--- src/sv/kvs_ram.sv ---
// Generic single-write, single-read synchronous RAM with registered read data.
// No dependencies.
module kvs_ram #(
   parameter int WIDTH = 8,
   parameter int DEPTH = 64
) (
   input  logic                                   clock,
   input  logic                                   we,
   input  logic [((DEPTH > 1) ? $clog2(DEPTH) : 1)-1:0] waddr,
   input  logic [WIDTH-1:0]                       wdata,
   input  logic                                   re,
   input  logic [((DEPTH > 1) ? $clog2(DEPTH) : 1)-1:0] raddr,
   output logic [WIDTH-1:0]                       rdata
);

   logic [WIDTH-1:0] mem [DEPTH];
   logic [WIDTH-1:0] rdata_ff;

   // write and registered read
   always_ff @(posedge clock) begin
      if (we) begin
         mem[waddr] <= wdata;
      end
      if (re) begin
         rdata_ff <= mem[raddr];
      end
   end

   assign rdata = rdata_ff;

endmodule

--- config.mk ---
export PLATFORM = sky130hd
export DESIGN_NAME = kvs_ram
export DESIGN_NICKNAME = d
export VERILOG_FILES = /design/src/sv/kvs_ram.sv
export SDC_FILE = /design/constraint.sdc
export NUM_CORES = 1
export LEC_CHECK = 0
export BUFFER_PORTS_ARGS = -buffer_cell sky130_fd_sc_hd__buf_2
export CORE_MARGIN = 4
export CORE_UTILIZATION = 35
export CTS_CLUSTER_DIAMETER = 40
export DETAILED_ROUTE_END_ITERATION = 16
export PLACE_DENSITY = 0.57
export SLEW_MARGIN = 10
export SYNTH_ARGS = -nofsm -noshare
export SYNTH_HDL_FRONTEND = slang
export SYNTH_SLANG_ARGS = --single-unit
--- constraint.sdc ---
create_clock -name clock -period 2.4 [get_ports clock]
set_clock_uncertainty 0.1 [all_clocks]
set_input_delay 0.12 -clock clock [delete_from_list [all_inputs] [get_ports clock]]
set_output_delay 0.12 -clock clock [all_outputs]
set_load 0.01 [all_outputs]
==> results.json <==
{
  "status": "complete, no violations",
  "fp.dieW_microns": 249,
  "clk_pin_slew_ns": 0.06,
  "cts_max_path_buffers": 3,
  "grt_pass1_vias": 10606,
  "initial_core_util_pct": 35.6,
  "drc": 0,
  "grt_max_degree": 65,
  "cts_resized": 0,
  "drv_slew": 0,
  "fmax_mhz": 442,
  "wl_per_cell_microns": 24.3,
  "viasPerCell": 5.13,
  "period_minus_slack_ns": 2.26,
  "finalNetCount": 1178,
  "htreeDepth": 3,
  "setup_viol": 0,
  "worstPathArrival_ns": 2.53,
  "fin_crit_sh_pct": 94.2,
  "synth_mux_area_share_pct": 15.9,
  "dp_hpwl_microns": 31400,
  "route.vias.total": 10115,
  "min_path_cells": 1,
  "rr_endpoint": "rdata[1]",
  "grt_pass1_wl_microns": 72000,
  "die_h_microns": 249,
  "worst_slew_pin_slew_ns": 1.03,
  "synth_simple_gate_area_share_pct": 3.37,
  "ys_seq_area_share_pct": 77.1,
  "grt-ovfl-total": 0,
  "crit_type": "reg2reg",
  "min-delay-start": "wdata[4]",
  "yosys_most_used_dff": "edfxtp_1",
  "relSlewSlack_pct": 31.2,
  "postCtsSetupRepairBufs": 0,
  "p_leak_nw": 8.21,
  "synthArstFlopShare_pct": 0,
  "final_common_cell": "edfxtp_1",
  "syn_nets": 963,
  "drt_pass1_iterations": 5,
  "hold_path.class": "in2reg",
  "r2r_start": "mem[44][1]",
  "track_usage_pct": 15.6,
  "cts_sinks": 520,
  "r2r_cells": 5,
  "detailedRoute.firstIterationViolations": 866,
  "final_cell_mix": "edfxtp_1, buf_4, mux4_2",
  "cts_root_buf": "clkbuf_16",
  "cp-end-kind": "flop",
  "worstSetupStartpointType": "flop",
  "dp_slack_ns": -0.0622,
  "synth_edf_count": 520,
  "syn_area_sq_um": 20200,
  "setup_slack_ns": 0.140,
  "synth_cell_type_count": 39,
  "path_max_fanout": 1,
  "synth_compound_area_share_pct": 2.06,
  "routed_wl_microns": 47900,
  "avgSynthCellArea_sq_um": 21.5,
  "syn_inst": 940,
  "core_area_sq_um": 56800,
  "post-route-util_pct": 44.0,
  "std_cell_rows": 87,
  "synthAdderAreaFrac_pct": 0,
  "drive_gt1_share_pct": 36.9,
  "antenna_found_initial": 2,
  "holdPathEnd": "mem[63][4]",
  "cts_tree": "built",
  "clock_latency_ns": 0.62,
  "hold_violations": 0,
  "yosys_warnings": 0,
  "syn_to_final_growth_pct": 23.6,
  "synth_top_family_by_area": "multiplexers",
  "drt.antenna.violating_nets": 0,
  "rsz0062_at_grt": "false",
  "port_buffers": 30,
  "ys_ff_latch": 520,
  "crit_required_ns": 2.67,
  "cts_buffers": 75,
  "die_area_sq_um": 61800,
  "cap_violations": 0,
  "synthXorXnorAreaFrac_pct": 0,
  "irDropWorstVdd_mv": 0.467,
  "power_density_nw_per_um2": 898,
  "gp_congestion": 0.798,
  "rrSetupSlack_ns": 0.14,
  "pin_count": 31
}
report_power, final:
part	switching [mW]	total (mW)	internal, mW
combinational	0.610	1.05	0.439
sequential	0.0266	10.1	10.1
clock	4.20	11.3	7.12
sequential cells by signal, summed over array words and instances (netlist names):
| name | count |
|---|---|
| mem | 512 |
| rdata | 8 |
critical path, stage by stage (launching register included):
cell	delay, ns
edfxtp_1	0.37
mux4_2	0.48
mux2_2	0.31
a221oi_1	0.51
buf_4	0.20
o2bb2ai_1	0.06
metrics by stage:
stage | cells | power [mW] | instance area (sq um) | hold slack [ns] | TNS (ns)
after floorplan | 940 | 10.8 | 20200 | 0.119 | 0
after global placement | 1826 | 11.3 | 22300 | 0.418 | -0.136
after detailed placement | 1826 | 11.3 | 22300 | 0.413 | -0.148
after CTS | 1970 | 22.7 | 25000 | 0.000907 | 0
after global routing | 1971 | 23.2 | 25000 | 0.0421 | 0
final | 1971 | 22.5 | 25000 | 0.0229 | 0
cell families after synthesis:
| kind of cell | Yosys count |
|---|---|
| AOI/OAI and AO/OA | 54 |
| buffers and inverters | 51 |
| DFF | 520 |
| muxes | 162 |
| and+or+nand+nor | 153 |
timing repair:
action / CTS / global route
hold endpoints to repair: 68 / 0
setup endpoints to repair: 0 / 0
hold buffers: 8 / 0
worst max path at each step:
stage / start / endpoint / slack (ns)
floorplan: raddr[1] / rdata[3] / 0.37
global placement: raddr[0] / rdata[0] / -0.05
detailed placement: raddr[0] / rdata[0] / -0.06
CTS: mem[29][6] / rdata[6] / 0.12
global route: mem[29][6] / rdata[6] / 0.05
finish: mem[44][1] / rdata[1] / 0.14
layout make-up:
cell class                      count  area (sq um)
Fill cell                        4883         31800
Sequential cell                   520         15600
Multi-Input combinational cell    369          4320
Clock buffer                       83          1930
Timing Repair Buffer              189          1520
Tap cell                          756           946
Clock inverter                     53           697
Antenna cell                        1          2.50
layer usage:
| layer | track usage [%] | routed length, microns |
|---|---|---|
| met1 | 21.6 | 21100 |
| met2 | 24.3 | 22500 |
| met3 | 3.86 | 3170 |
| met4 | 5.21 | 1060 |
| met5 | 0 | 9 |
cell usage after synthesis, types with 3 or more instances:
cell	n	share of area, %
nor3_1	7	0.17
nand2b_1	7	0.22
buf_2	11	0.27
nor2_1	83	1.5
mux4_2	126	14
nand3b_1	3	0.11
clkbuf_1	17	0.32
o22ai_1	8	0.25
nand2_1	19	0.35
o2bb2ai_1	3	0.13
nand3_1	13	0.32
a22oi_1	3	0.11
edfxtp_1	520	77
o2111ai_1	3	0.13
nor2b_1	14	0.43
mux2_2	13	0.72
a211oi_1	4	0.15
a21oi_1	3	0.074
buf_4	13	0.48
mux2i_1	23	1.1
buf_6	4	0.22
o221ai_1	8	0.35
a221oi_1	6	0.26
buf_1	4	0.074
Power figures use the tool's default switching activity.
