===== src/sv/kvs_pkg.sv =====
// Shared constants for the chained hash key-value store: hash constants, default sizes,
// status codes, request modes and the remainder handshake type. No dependencies.
package kvs_pkg;

   // FNV-1a 32-bit constants
   localparam logic [31:0] HASH_BASIS = 32'd2166136261;
   localparam logic [31:0] HASH_PRIME = 32'd16777619;

   // Default sizes
   localparam int DEF_ENTRIES   = 256;
   localparam int DEF_BUCKETS   = 64;
   localparam int DEF_KEY_MAX   = 32;
   localparam int DEF_VALUE_MAX = 64;

   // Request modes
   localparam logic MODE_PUT = 1'b0;
   localparam logic MODE_GET = 1'b1;

   // Result status codes
   localparam logic [1:0] ST_OK   = 2'd0;
   localparam logic [1:0] ST_ERR  = 2'd1;
   localparam logic [1:0] ST_MISS = 2'd2;

   // Remainder unit handshake
   typedef struct packed {
      logic done;
      logic busy;
   } rem_stat_type;

endpackage


===== src/sv/kvs_bucket_rem.sv =====
// Remainder of the 32-bit key hash by the bucket count, by reciprocal multiplication,
// with product, difference and slot registered in turn. Depends on kvs_pkg.
module kvs_bucket_rem #(
   parameter int BUCKETS = kvs_pkg::DEF_BUCKETS
) (
   input  logic                       clock,
   input  logic                       reset,
   input  logic                       start,
   input  logic [31:0]                hash,
   output kvs_pkg::rem_stat_type      stat,
   output logic [$clog2(BUCKETS)-1:0] slot
);

   localparam int BW = $clog2(BUCKETS);
   localparam int SH = 31 + BW;
   // floor(2^SH / BUCKETS) stays below 2^32, so the quotient estimate is at most one low
   localparam logic [63:0] RECIP_W = (64'd1 << SH) / 64'(BUCKETS);
   localparam logic [31:0] RECIP   = RECIP_W[31:0];
   localparam logic [31:0] DIVISOR = 32'(BUCKETS);

   logic [31:0]   hkeep_ff;
   logic [63:0]   prod_ff, prod_in;
   logic [31:0]   diff_ff, diff_in;
   logic [BW-1:0] slot_ff, slot_in;
   logic          mul_ff, sub_ff, done_ff;
   logic [31:0]   quot, fix;

   // estimate the quotient, subtract its multiple, correct once
   always_comb begin
      prod_in = 64'(hash) * 64'(RECIP);
      quot    = 32'(prod_ff >> SH);
      diff_in = hkeep_ff - quot * DIVISOR;
      fix     = (diff_ff >= DIVISOR) ? diff_ff - DIVISOR : diff_ff;
      slot_in = fix[BW-1:0];
   end

   always_ff @(posedge clock) begin
      if (reset) begin
         mul_ff  <= 1'b0;
         sub_ff  <= 1'b0;
         done_ff <= 1'b0;
      end else begin
         mul_ff  <= start;
         sub_ff  <= mul_ff;
         done_ff <= sub_ff;
      end
      if (start) begin
         hkeep_ff <= hash;
         prod_ff  <= prod_in;
      end
      if (mul_ff) begin
         diff_ff <= diff_in;
      end
      if (sub_ff) begin
         slot_ff <= slot_in;
      end
   end

   assign stat.done = done_ff;
   assign stat.busy = mul_ff | sub_ff;
   assign slot      = slot_ff;

endmodule


===== config.mk =====
export PLATFORM = sky130hd
export DESIGN_NAME = kvs_bucket_rem
export DESIGN_NICKNAME = d
export VERILOG_FILES = /design/src/sv/kvs_pkg.sv /design/src/sv/kvs_bucket_rem.sv
export SDC_FILE = /design/constraint.sdc
export NUM_CORES = 1
export LEC_CHECK = 0
export BUFFER_PORTS_ARGS = -buffer_cell sky130_fd_sc_hd__clkbuf_2
export CAP_MARGIN = 20
export CORE_UTILIZATION = 41
export CTS_CLUSTER_SIZE = 14
export DETAILED_ROUTE_END_ITERATION = 8
export GPL_ROUTABILITY_DRIVEN = 1
export GPL_TIMING_DRIVEN = 0
export PLACE_DENSITY = 0.79
export SYNTH_ARGS = -nofsm -noshare
export SYNTH_HDL_FRONTEND = slang
export SYNTH_SLANG_ARGS = --single-unit

===== constraint.sdc =====
create_clock -name clock -period 1.5 [get_ports clock]
set_input_delay 0.225 -clock clock [delete_from_list [all_inputs] [get_ports clock]]
set_output_delay 0.225 -clock clock [all_outputs]
set_load 0.005 [all_outputs]

==> key figures, run 1 <==
Run status
  • Outcome: completed

Timing
  • Unrepaired setup endpoints after global routing: false
  • Minimum clock period: 1270 ps
  • Fmax: 788 MHz
  • Post-route setup TNS: 0 ps
  • Tcrit/Tclk final: 84.6%
  • Slew @ Worst Pin: 288 ps
  • Clk_skew: roughly 0.47 ps
  • Max_slew headroom: 80.8%
  • Final Hold Fails: 0
  • Setup-failing EPs final: 0
  • Final WS setup: 231 ps
  • Slew Viols, Final: 0

Yosys
  • Cell count after synthesis: 26
  • Adder-cell area share of the yosys netlist: 0%
  • Area contributors post-synth: edfxtp_1, dfxtp_1, nor2b_1
  • Synth Area per Inst: approximately 24 um^2
  • Yosys top cell area share: a little under nine tenths
  • Post-Synthesis Net Count: 61
  • Synthesis Warnings: 0
  • XOR/XNOR Fraction of Synth Area: 0%
  • Post-synthesis compound-gate area fraction: 0%
  • Post-synth top cells: edfxtp_1, dfxtp_1, nor2b_1
  • Post-synth top flop: edfxtp_1
  • Seq cells post-synth: 21
  • Largest family of logic cells by synthesized area: simple AND/OR/NAND/NOR gates
  • Asr flop ratio synth: 0%
  • Yosys top cell by area: edfxtp_1
  • Simple-gate share of the synthesized area: 3.95%
  • Cell area after synthesis: 633 um^2
  • Register area share after synthesis: 94.9%
  • Synth unique cells: 5
  • Most frequent cell after synthesis: edfxtp_1
  • Mux cell area share after synthesis: 0%
  • Post-synth EDFFs: 18

Cells and area
  • Filler cell count: 124
  • Layout cell share with drive strength beyond 1: 43.5%
  • Nets@finish: 82
  • Diode count: 0
  • Layout area overhead: 19.8%

GRT
  • Global routing usage on met3: 4.79%
  • First-pass GRT wire length: 841 um
  • GRT Resource Usage Total: 8.97%
  • Largest net degree at the start of global routing: 12
  • GR Util met1: 7.55%
  • GRT busiest layer: met2
  • GRT overflow: 0
  • Met2 global-route usage: between 15 and 20%
  • Initial antenna violation count: 0
  • Vias in the first global route: 206

Worst setup path
  • Worst setup startpoint: sub_ff$_SDFF_PP0_
  • Crit end category: primary output
  • Data arrival, critical path: 1040 ps
  • CP Launch Type: flop
  • Worst R2R Start: mul_ff$_SDFF_PP0_
  • Setup Crit Path Kind: reg2out
  • Max FO, Critical Path: 8
  • R2R setup slack: 690 ps
  • Critical Path RT: 1270 ps

Drt
  • Starting DRC count in detailed routing: 2
  • Drt total wl: 592 um
  • DR DRC count: 0
  • Vias/cell: 4.36
  • Detail Route Antenna Nets: 0
  • Routed wire length per instance: between 9 and 10 um
  • Pre-antenna DRT Iters: 3
  • Vias: 266

Clock network
  • PostCTS Resize Cnt: 0
  • CTS sink cnt: 21
  • Root buffer cell: clkbuf_4
  • Bufs on Longest Clock Path: 2
  • Num CTS Buffers: 3
  • H-tree levels: 1
  • CTS Hold Buffers Added: 0
  • CTS tree: done
  • Clock network latency to the later pin of the worst-skew pair: approximately 280 ps
  • Postcts setup bufs: 0
  • Worst-path clk slew: ~100 ps

Floorplan
  • Core area: 1370 um^2
  • # IOs: 43
  • Die area: 1710 um^2
  • Die Ht: 41.3 um
  • Cell row count: 13
  • Die W: 41.3 um
  • Initial core utilization: 46.3%

Worst hold path
  • Hold Crit Class: in2reg
  • Origin of the worst min-delay path: hash[0]

Placement
  • Pre-CTS setup slack: 535 ps
  • Buffers added on ports: 16
  • Gp weighted congestion: about 0.65

Power
  • Power Density: around 1200 nW/um^2
  • Peak supply drop: 0.644 mV
  • LEAKAGE: 0.293 nW

Run
  • Max-Cap Viols: 0
## layout make-up
type | count | area (um^2) | share of cell area [%]
tap | 15 | 18.8 | 2.48
multi-input combinational | 4 | 25.0 | 3.30
buffer | 1 | 7.51 | 0.990
timing repair buffer | 16 | 80.1 | 10.6
sequential | 21 | 601 | 79.2
clock buffer | 4 | 26.3 | 3.47
## metal layers
metal	up-vias	part of all wire, %
li1	137	-
met1	111	38
met2	16	53
met3	2	7.3
met4	0	1.2
met5	-	0
## through the flow
step / area (um^2) / hold slack (ps) / utilization, % / instances / power (mW)
floorplan: 633 / 297 / - / 26 / 0.696
global placement: 732 / 402 / 53.6 / 57 / 0.714
detailed placement: 732 / 404 / 53.6 / 57 / 0.717
CTS: 758 / 99.2 / 55.5 / 61 / 0.960
global route: 758 / 78.1 / 55.5 / 61 / 0.994
finish: 758 / 110 / 55.5 / 61 / 0.946
## cells in the final DEF (no fill, tap or decap)
| cell | netlist | routed |
|---|---|---|
| edfxtp_1 | 18 | 18 |
| clkbuf_2 | 0 | 16 |
| nor2b_1 | 3 | 3 |
| clkbuf_4 | 0 | 3 |
| dfxtp_1 | 3 | 3 |
| or2_1 | 1 | 1 |
| buf_4 | 1 | 1 |
| clkbuf_1 | 0 | 1 |
## flip-flops by register name, summed over array words and instances (netlist names)
signal and cells:
mul_ff 1, diff_ff 6, hkeep_ff 6, sub_ff 1, done_ff 1, slot 6
## critical path: stages, from the launching register on
cell,delay [ps]
dfxtp_1,400
or2_1,250
clkbuf_2,110
## worst paths after layout
| kind | end | cells past startpoint |
|---|---|---|
| worst max register to register | diff_ff[3]$_DFFE_PP_ | 0 |
| worst min-delay path | hkeep_ff[0]$_DFFE_PP_ | 1 |
| worst min register to register | diff_ff[1]$_DFFE_PP_ | 0 |
| worst max-delay path | stat[0] | 2 |
## power by group
group	leakage, nW	internal (mW)	total [mW]	switching, mW
logic	0.0828	0.0131	0.0215	0.00839
clock network	0.0150	0.103	0.244	0.141
registers	0.195	0.669	0.681	0.0119
total	0.293	0.785	0.946	0.161
## logic make-up after synthesis
group,count (synthesis)
buffers and inverters,1
DFF,21
and+or+nand+nor,4
Power figures use the tool's default switching activity.
==> run 2, diff against run 1 <==
- CORE_UTILIZATION: 41 -> 35
- PLACE_DENSITY: 0.79 -> 0.72
- clock period: 1.5 -> 1 ns (I/O delays scaled with it)
==> run 2 against run 1 <==
Net effect: the run now ends with design-rule violations, negative setup slack left; cell count grew 18%; final area grew 4.8%; first-iteration DRC count grew to 3.5 times the previous value; highest routed layer is now met3.
==> key figures, run 2 (synthesis results as in run 1) <==
Timing
  • Unrepaired setup endpoints after global routing: true
  • Clk_skew: 2.44 ps (+1.97 ps)
  • Tcrit/Tclk final: 111%
  • Minimum clock period: 1110 ps
  • Final WS setup: -110 ps (-340 ps)
  • Fmax: 901 MHz
  • Slew Viols, Final: 0 (unchanged)
  • Max_slew headroom: 89.9% (+9.1 points)
  • Post-route setup TNS: -110 ps (-110 ps)
  • Setup-failing EPs final: 1 (+1)
  • Final Hold Fails: 0 (unchanged)
  • Slew @ Worst Pin: 152 ps (-136 ps)

Run
  • Max-Cap Viols: 0 (unchanged)

Worst setup path
  • Crit end category: primary output
  • CP top delay family: flip-flops
  • Setup Crit Path Kind: reg2out
  • CP cell instances: or2_1 > clkbuf_2
  • CP Launch Type: flop
  • Critical Path RT: 850 ps (-420 ps)
  • Buf+Inv Stages, Crit Path: 1 (unchanged)
  • Max FO, Critical Path: 2 (-6)
  • Data arrival, critical path: 960 ps (-80 ps)
  • Largest stage delay on the critical path: 350 ps (-50 ps)
  • Slowest CP cell: dfxtp_4

Drt
  • Detail Route Antenna Nets: 0 (unchanged)
  • Drt total wl: 625 um (+5.6%)
  • DR DRC count: 2 (+2)
  • Starting DRC count in detailed routing: 7 (+5)
  • Vias/cell: 3.78 (-13%)
  • Pre-antenna DRT Iters: 6 (+3)
  • Vias: 272 (+2.3%)
  • Routed wire length per instance: 8.68 um (-11%)

Power
  • Flop pwr share: 70.6% (-1.4 points)
  • Peak supply drop: 0.914 mV (+42%)
  • Psw: 0.258 mW (+60%)
  • LEAKAGE: 0.304 nW (+3.8%)
  • Switching Fraction: 18.0% (+1.0 points)
  • Power Total: 1.43 mW (+51%)
  • Int Pwr: 1.17 mW (+49%)
  • Clock network power share: 26.2% (+0.4 points)
  • Comb power frac: 3.2% (+0.9 points)
  • Power Density: 1800 nW/um^2 (+44%)

Cells and area
  • Filler cell count: 151 (+22%)
  • Layout area overhead: 25.5%
  • Commonest cells after routing, fill and taps aside: edfxtp_1, clkbuf_2, nor2b_1, clkbuf_4
  • Layout Cells excl Fill: 72 (+18%)
  • Layout cell share with drive strength beyond 1: 53.2% (+9.7 points)
  • Nets@finish: 83 (+1.2%)
  • Post-layout util: 46.5% (-9.0 points)
  • Diode count: 0 (unchanged)
  • Most common cell after layout, fill and taps aside: edfxtp_1
  • Finished Cell Area: 795 um^2 (+4.8%)

Placement
  • Post-placement cell area: 744 um^2 (+1.7%)
  • Placed insts: 67 (+18%)
  • Buffers added on ports: 16 (unchanged)
  • Gp weighted congestion: 0.633 (-2.0%)

GRT
  • GRT overflow: 0 (unchanged)
  • Global routing usage on met3: 2.45% (-2.3 points)
  • Vias in the first global route: 244 (+18%)
  • GRT Resource Usage Total: 7.03% (-1.9 points)
  • GRT busiest layer: met2
  • Met2 global-route usage: 11.8% (-3.5 points)
  • Initial antenna violation count: 0 (unchanged)
  • Largest net degree at the start of global routing: 13 (+1)
  • GR Util met1: 7.07% (-0.49 points)
  • First-pass GRT wire length: 931 um (+11%)

Worst hold path
  • Hold Crit Class: in2reg

Floorplan
  • # IOs: 43 (unchanged)
  • Die Ht: 44.5 um (+7.8%)
  • Die area: 1980 um^2 (+16%)
  • Initial core utilization: 37.1% (-9.3 points)
  • Cell row count: 15 (+2)
  • Core area: 1710 um^2 (+25%)
  • Die W: 44.5 um (+7.8%)

Clock network
  • Bufs on Longest Clock Path: 2 (unchanged)
  • Clock network latency to the later pin of the worst-skew pair: 290 ps (about the same)
  • Worst-path clk slew: 110 ps (about the same)
  • Root buffer cell: clkbuf_4
  • Num CTS Buffers: 3 (unchanged)
  • H-tree levels: 1 (unchanged)
  • CTS tree: done
  • CTS sink cnt: 21 (unchanged)

Run status
  • Failing checks: design-rule violations, negative setup slack
  • Outcome: finished with violations
## run 2: cell count changes in the layout (fill, tap and decap cells not counted)
| cell | change |
|---|---|
| dfxtp_1 | -3 |
| dfxtp_4 | +2 |
| buf_4 | +1 |
| buf_6 | +1 |
| clkbuf_1 | -1 |
| clkbuf_2 | -1 |
| clkinv_2 | +1 |
| dfxtp_2 | +1 |
## run 2: metal layers
metal / up-vias / part of all wire (%)
met5: - / 0
met2: 15 / 56
met4: 0 / 0
met3: 0 / 5.4
li1: 137 / -
met1: 120 / 39
## run 2: power by group through the flow
stage                     sequential, mW  clock, mW  combinational (mW)
after CTS                           1.01      0.391              0.0465
after global routing                1.02      0.421              0.0512
final                               1.01      0.375              0.0456
after floorplan                     1.04          0             0.00721
after global placement              1.04          0              0.0322
after detailed placement            1.04          0              0.0340
## run 2: worst paths after layout
check             slack, ps  depth (start not counted)                 start                    end
setup / recovery       -110                          2     mul_ff$_SDFF_PP0_                stat[0]
hold / removal           30                          1               hash[2]  hkeep_ff[2]$_DFFE_PP_
setup reg to reg        230                          1     sub_ff$_SDFF_PP0_      slot[2]$_DFFE_PP_
hold reg to reg         430                          0  diff_ff[5]$_DFFE_PP_      slot[5]$_DFFE_PP_
## run 2: cell type report
class / count / area [um^2] / share of cell area (%)
multi-input cells: 4 / 25.0 / 3.15
clock inverters: 1 / 5.00 / 0.630
clock buffers: 3 / 22.5 / 2.83
flip-flops and latches: 21 / 609 / 76.7
repair buffers: 18 / 101 / 12.8
well taps: 25 / 31.3 / 3.94
## run 2: through the flow
| step | hold WS (ps) | setup slack (ps) |
|---|---|---|
| final | 32.4 | -110 |
| after CTS | 23.8 | -123 |
| after detailed placement | 330 | 113 |
| after global placement | 328 | 135 |
| after floorplan | 222 | 248 |
| after global routing | 14.6 | -143 |
## run 2: repair_timing
item / CTS / global route
hold buffers: 0 / 0
endpoints found under the setup margin: 1 / 2
pin swaps: 1 / 0
resized for setup: 4 / 2
buffers inserted: 2 / 0
==> run 3, diff against run 2 <==
- SETUP_SLACK_MARGIN: not set -> 0.15
==> run 3 against run 2 <==
Net effect: the run still ends with design-rule violations, negative setup slack left; worst hold slack stayed put; register-to-register slack barely moved; sequential power barely moved; cell count grew 1.4%; largest cell class unchanged.
==> key figures, run 3 (synthesis results as in run 1) <==
GRT
  • Initial antenna violation count: 0 (unchanged)
  • Vias in the first global route: 244 (unchanged)
  • First-pass GRT wire length: 931 um (unchanged)
  • GRT overflow: 0 (unchanged)
  • Largest net degree at the start of global routing: 13 (unchanged)
  • GRT Resource Usage Total: 7.03% (unchanged)

Drt
  • Vias: 276 (+1.5%)
  • Drt total wl: 633 um (+1.3%)
  • DR DRC count: 2 (unchanged)
  • Vias/cell: 3.78 (about the same)
  • Starting DRC count in detailed routing: 7 (unchanged)
  • Detail Route Antenna Nets: 0 (unchanged)
  • Pre-antenna DRT Iters: 6 (unchanged)
  • Routed wire length per instance: 8.67 um (-0.11%)

Run status
  • Failing checks: design-rule violations, negative setup slack
  • Outcome: finished with violations

Worst setup path
  • CP top delay family: flip-flops
  • Largest stage delay on the critical path: 350 ps (about the same)
  • Slowest CP cell: dfxtp_4
  • Buf+Inv Stages, Crit Path: 1 (unchanged)
  • Crit end category: primary output
  • CP cell instances: or2_1 > clkbuf_2
  • WP depth: 2 (unchanged)
  • Max FO, Critical Path: 2 (unchanged)
  • Worst R2R Start: sub_ff$_SDFF_PP0_
  • Setup Crit Path Kind: reg2out
  • Data arrival, critical path: 960 ps (about the same)
  • R2R setup slack: 230 ps (about the same)
  • Critical Path RT: 850 ps (about the same)
  • FF-to-FF path depth: 1 (unchanged)
  • FF-to-FF End: slot[2]$_DFFE_PP_
  • CP Launch Type: flop

Placement
  • Pre-CTS setup slack: 113 ps (unchanged)
  • Gp weighted congestion: 0.633 (unchanged)
  • Buffers added on ports: 16 (unchanged)

Timing
  • Slew @ Worst Pin: 152 ps (unchanged)
  • Unrepaired setup endpoints after global routing: true
  • Tcrit/Tclk final: 111% (unchanged)
  • Minimum clock period: 1110 ps (unchanged)
  • Max_slew headroom: 89.9% (unchanged)
  • Fmax: 901 MHz (unchanged)
  • Clk_skew: 2.44 ps (unchanged)
  • Final WS setup: -110 ps (unchanged)
  • Final Hold Fails: 0 (unchanged)
  • Setup-failing EPs final: 1 (unchanged)
  • Slew Viols, Final: 0 (unchanged)

Run
  • Max-Cap Viols: 0 (unchanged)

Cells and area
  • Diode count: 0 (unchanged)
  • Filler cell count: 152 (+0.66%)
  • Nets@finish: 84 (+1.2%)
  • Layout cell share with drive strength beyond 1: 54.2% (+0.98 points)
  • Commonest cells after routing, fill and taps aside: edfxtp_1, clkbuf_2, buf_2
  • Most common cell after layout, fill and taps aside: edfxtp_1
  • Layout area overhead: 27.3%

Floorplan
  • Initial core utilization: 37.1% (unchanged)
  • Die Ht: 44.5 um (unchanged)
  • # IOs: 43 (unchanged)
  • Die area: 1980 um^2 (unchanged)
  • Core area: 1710 um^2 (unchanged)
  • Die W: 44.5 um (unchanged)
  • Cell row count: 15 (unchanged)

Power
  • Psw: 0.258 mW (+0.17%)
  • Comb power frac: 3.3% (about the same)
  • Switching Fraction: 18.0% (about the same)
  • Flop pwr share: 70.5% (about the same)
  • Power Total: 1.43 mW (+0.16%)
  • LEAKAGE: 0.309 nW (+1.7%)
  • Clock network power share: 26.1% (about the same)
  • Power Density: 1780 nW/um^2 (-1.2%)
  • Peak supply drop: 0.914 mV (about the same)
  • Int Pwr: 1.18 mW (+0.16%)

Clock network
  • CTS sink cnt: 21 (unchanged)
  • H-tree levels: 1 (unchanged)
  • Clock network latency to the later pin of the worst-skew pair: 290 ps (about the same)
  • Bufs on Longest Clock Path: 2 (unchanged)
  • Worst-path clk slew: 110 ps (about the same)
  • Num CTS Buffers: 3 (unchanged)
  • CTS Hold Buffers Added: 0 (unchanged)
  • Root buffer cell: clkbuf_4
  • CTS tree: done

Worst hold path
  • Hold worst-path end: hkeep_ff[2]$_DFFE_PP_
  • Hold Crit Class: in2reg
  • Worst Hold Depth: 1 (unchanged)
  • Origin of the worst min-delay path: hash[2]
-- run 3: cell count changes in the layout (fill, tap and decap cells not counted), sizes merged --
cell and change:
clkbuf -4, buf +5
-- run 3: worst max-delay path by stage --
stage | startpoint | end | slack, ps
floorplan | sub_ff$_SDFF_PP0_ | stat[0] | 250
global placement | sub_ff$_SDFF_PP0_ | stat[0] | 130
detailed placement | sub_ff$_SDFF_PP0_ | stat[0] | 110
CTS | mul_ff$_SDFF_PP0_ | stat[0] | -120
global route | mul_ff$_SDFF_PP0_ | stat[0] | -140
finish | mul_ff$_SDFF_PP0_ | stat[0] | -110
-- run 3: layout make-up --
| type | instances | area, um^2 | area share [%] |
|---|---|---|---|
| plain buffers | 1 | 11.3 | 1.40 |
| clock buffers | 3 | 22.5 | 2.80 |
| clock inverters | 1 | 5.00 | 0.621 |
| multi-input cells | 4 | 25.0 | 3.11 |
| flip-flops and latches | 21 | 609 | 75.6 |
| well taps | 25 | 31.3 | 3.88 |
| repair buffers | 18 | 101 | 12.6 |
-- run 3: timing repair --
action                                  in CTS  in global routing
gates resized for setup                      4                  7
buffers inserted                             2                  0
endpoints found under the setup margin       8                  8
pin swaps                                    1                  0
-- run 3: per-layer routing --
layer | track usage, % | wire length [um]
met1 | 7.07 | 241
met2 | 11.8 | 356
met3 | 2.45 | 35
met4 | 5.45 | 0
met5 | 0 | 0
-- run 3: stage by stage --
step                      setup TNS (ps)  instances  area (um^2)  util, %  hold slack [ps]
after global routing                -147         73          806     47.2             14.6
after floorplan                        0         26          633        -              222
after CTS                           -123         73          795     46.5             23.8
final                               -110         73          806     47.2             32.4
after global placement                 0         67          744     43.6              328
after detailed placement               0         67          744     43.6              330
-- run 3: power groups by stage --
stage | logic, mW | clock network, mW | registers (mW)
3_5_place_dp | 0.0340 | 0 | 1.04
3_3_place_gp | 0.0322 | 0 | 1.04
6_report | 0.0480 | 0.375 | 1.01
2_1_floorplan | 0.00721 | 0 | 1.04
5_1_grt | 0.0537 | 0.421 | 1.02
4_1_cts | 0.0465 | 0.391 | 1.01
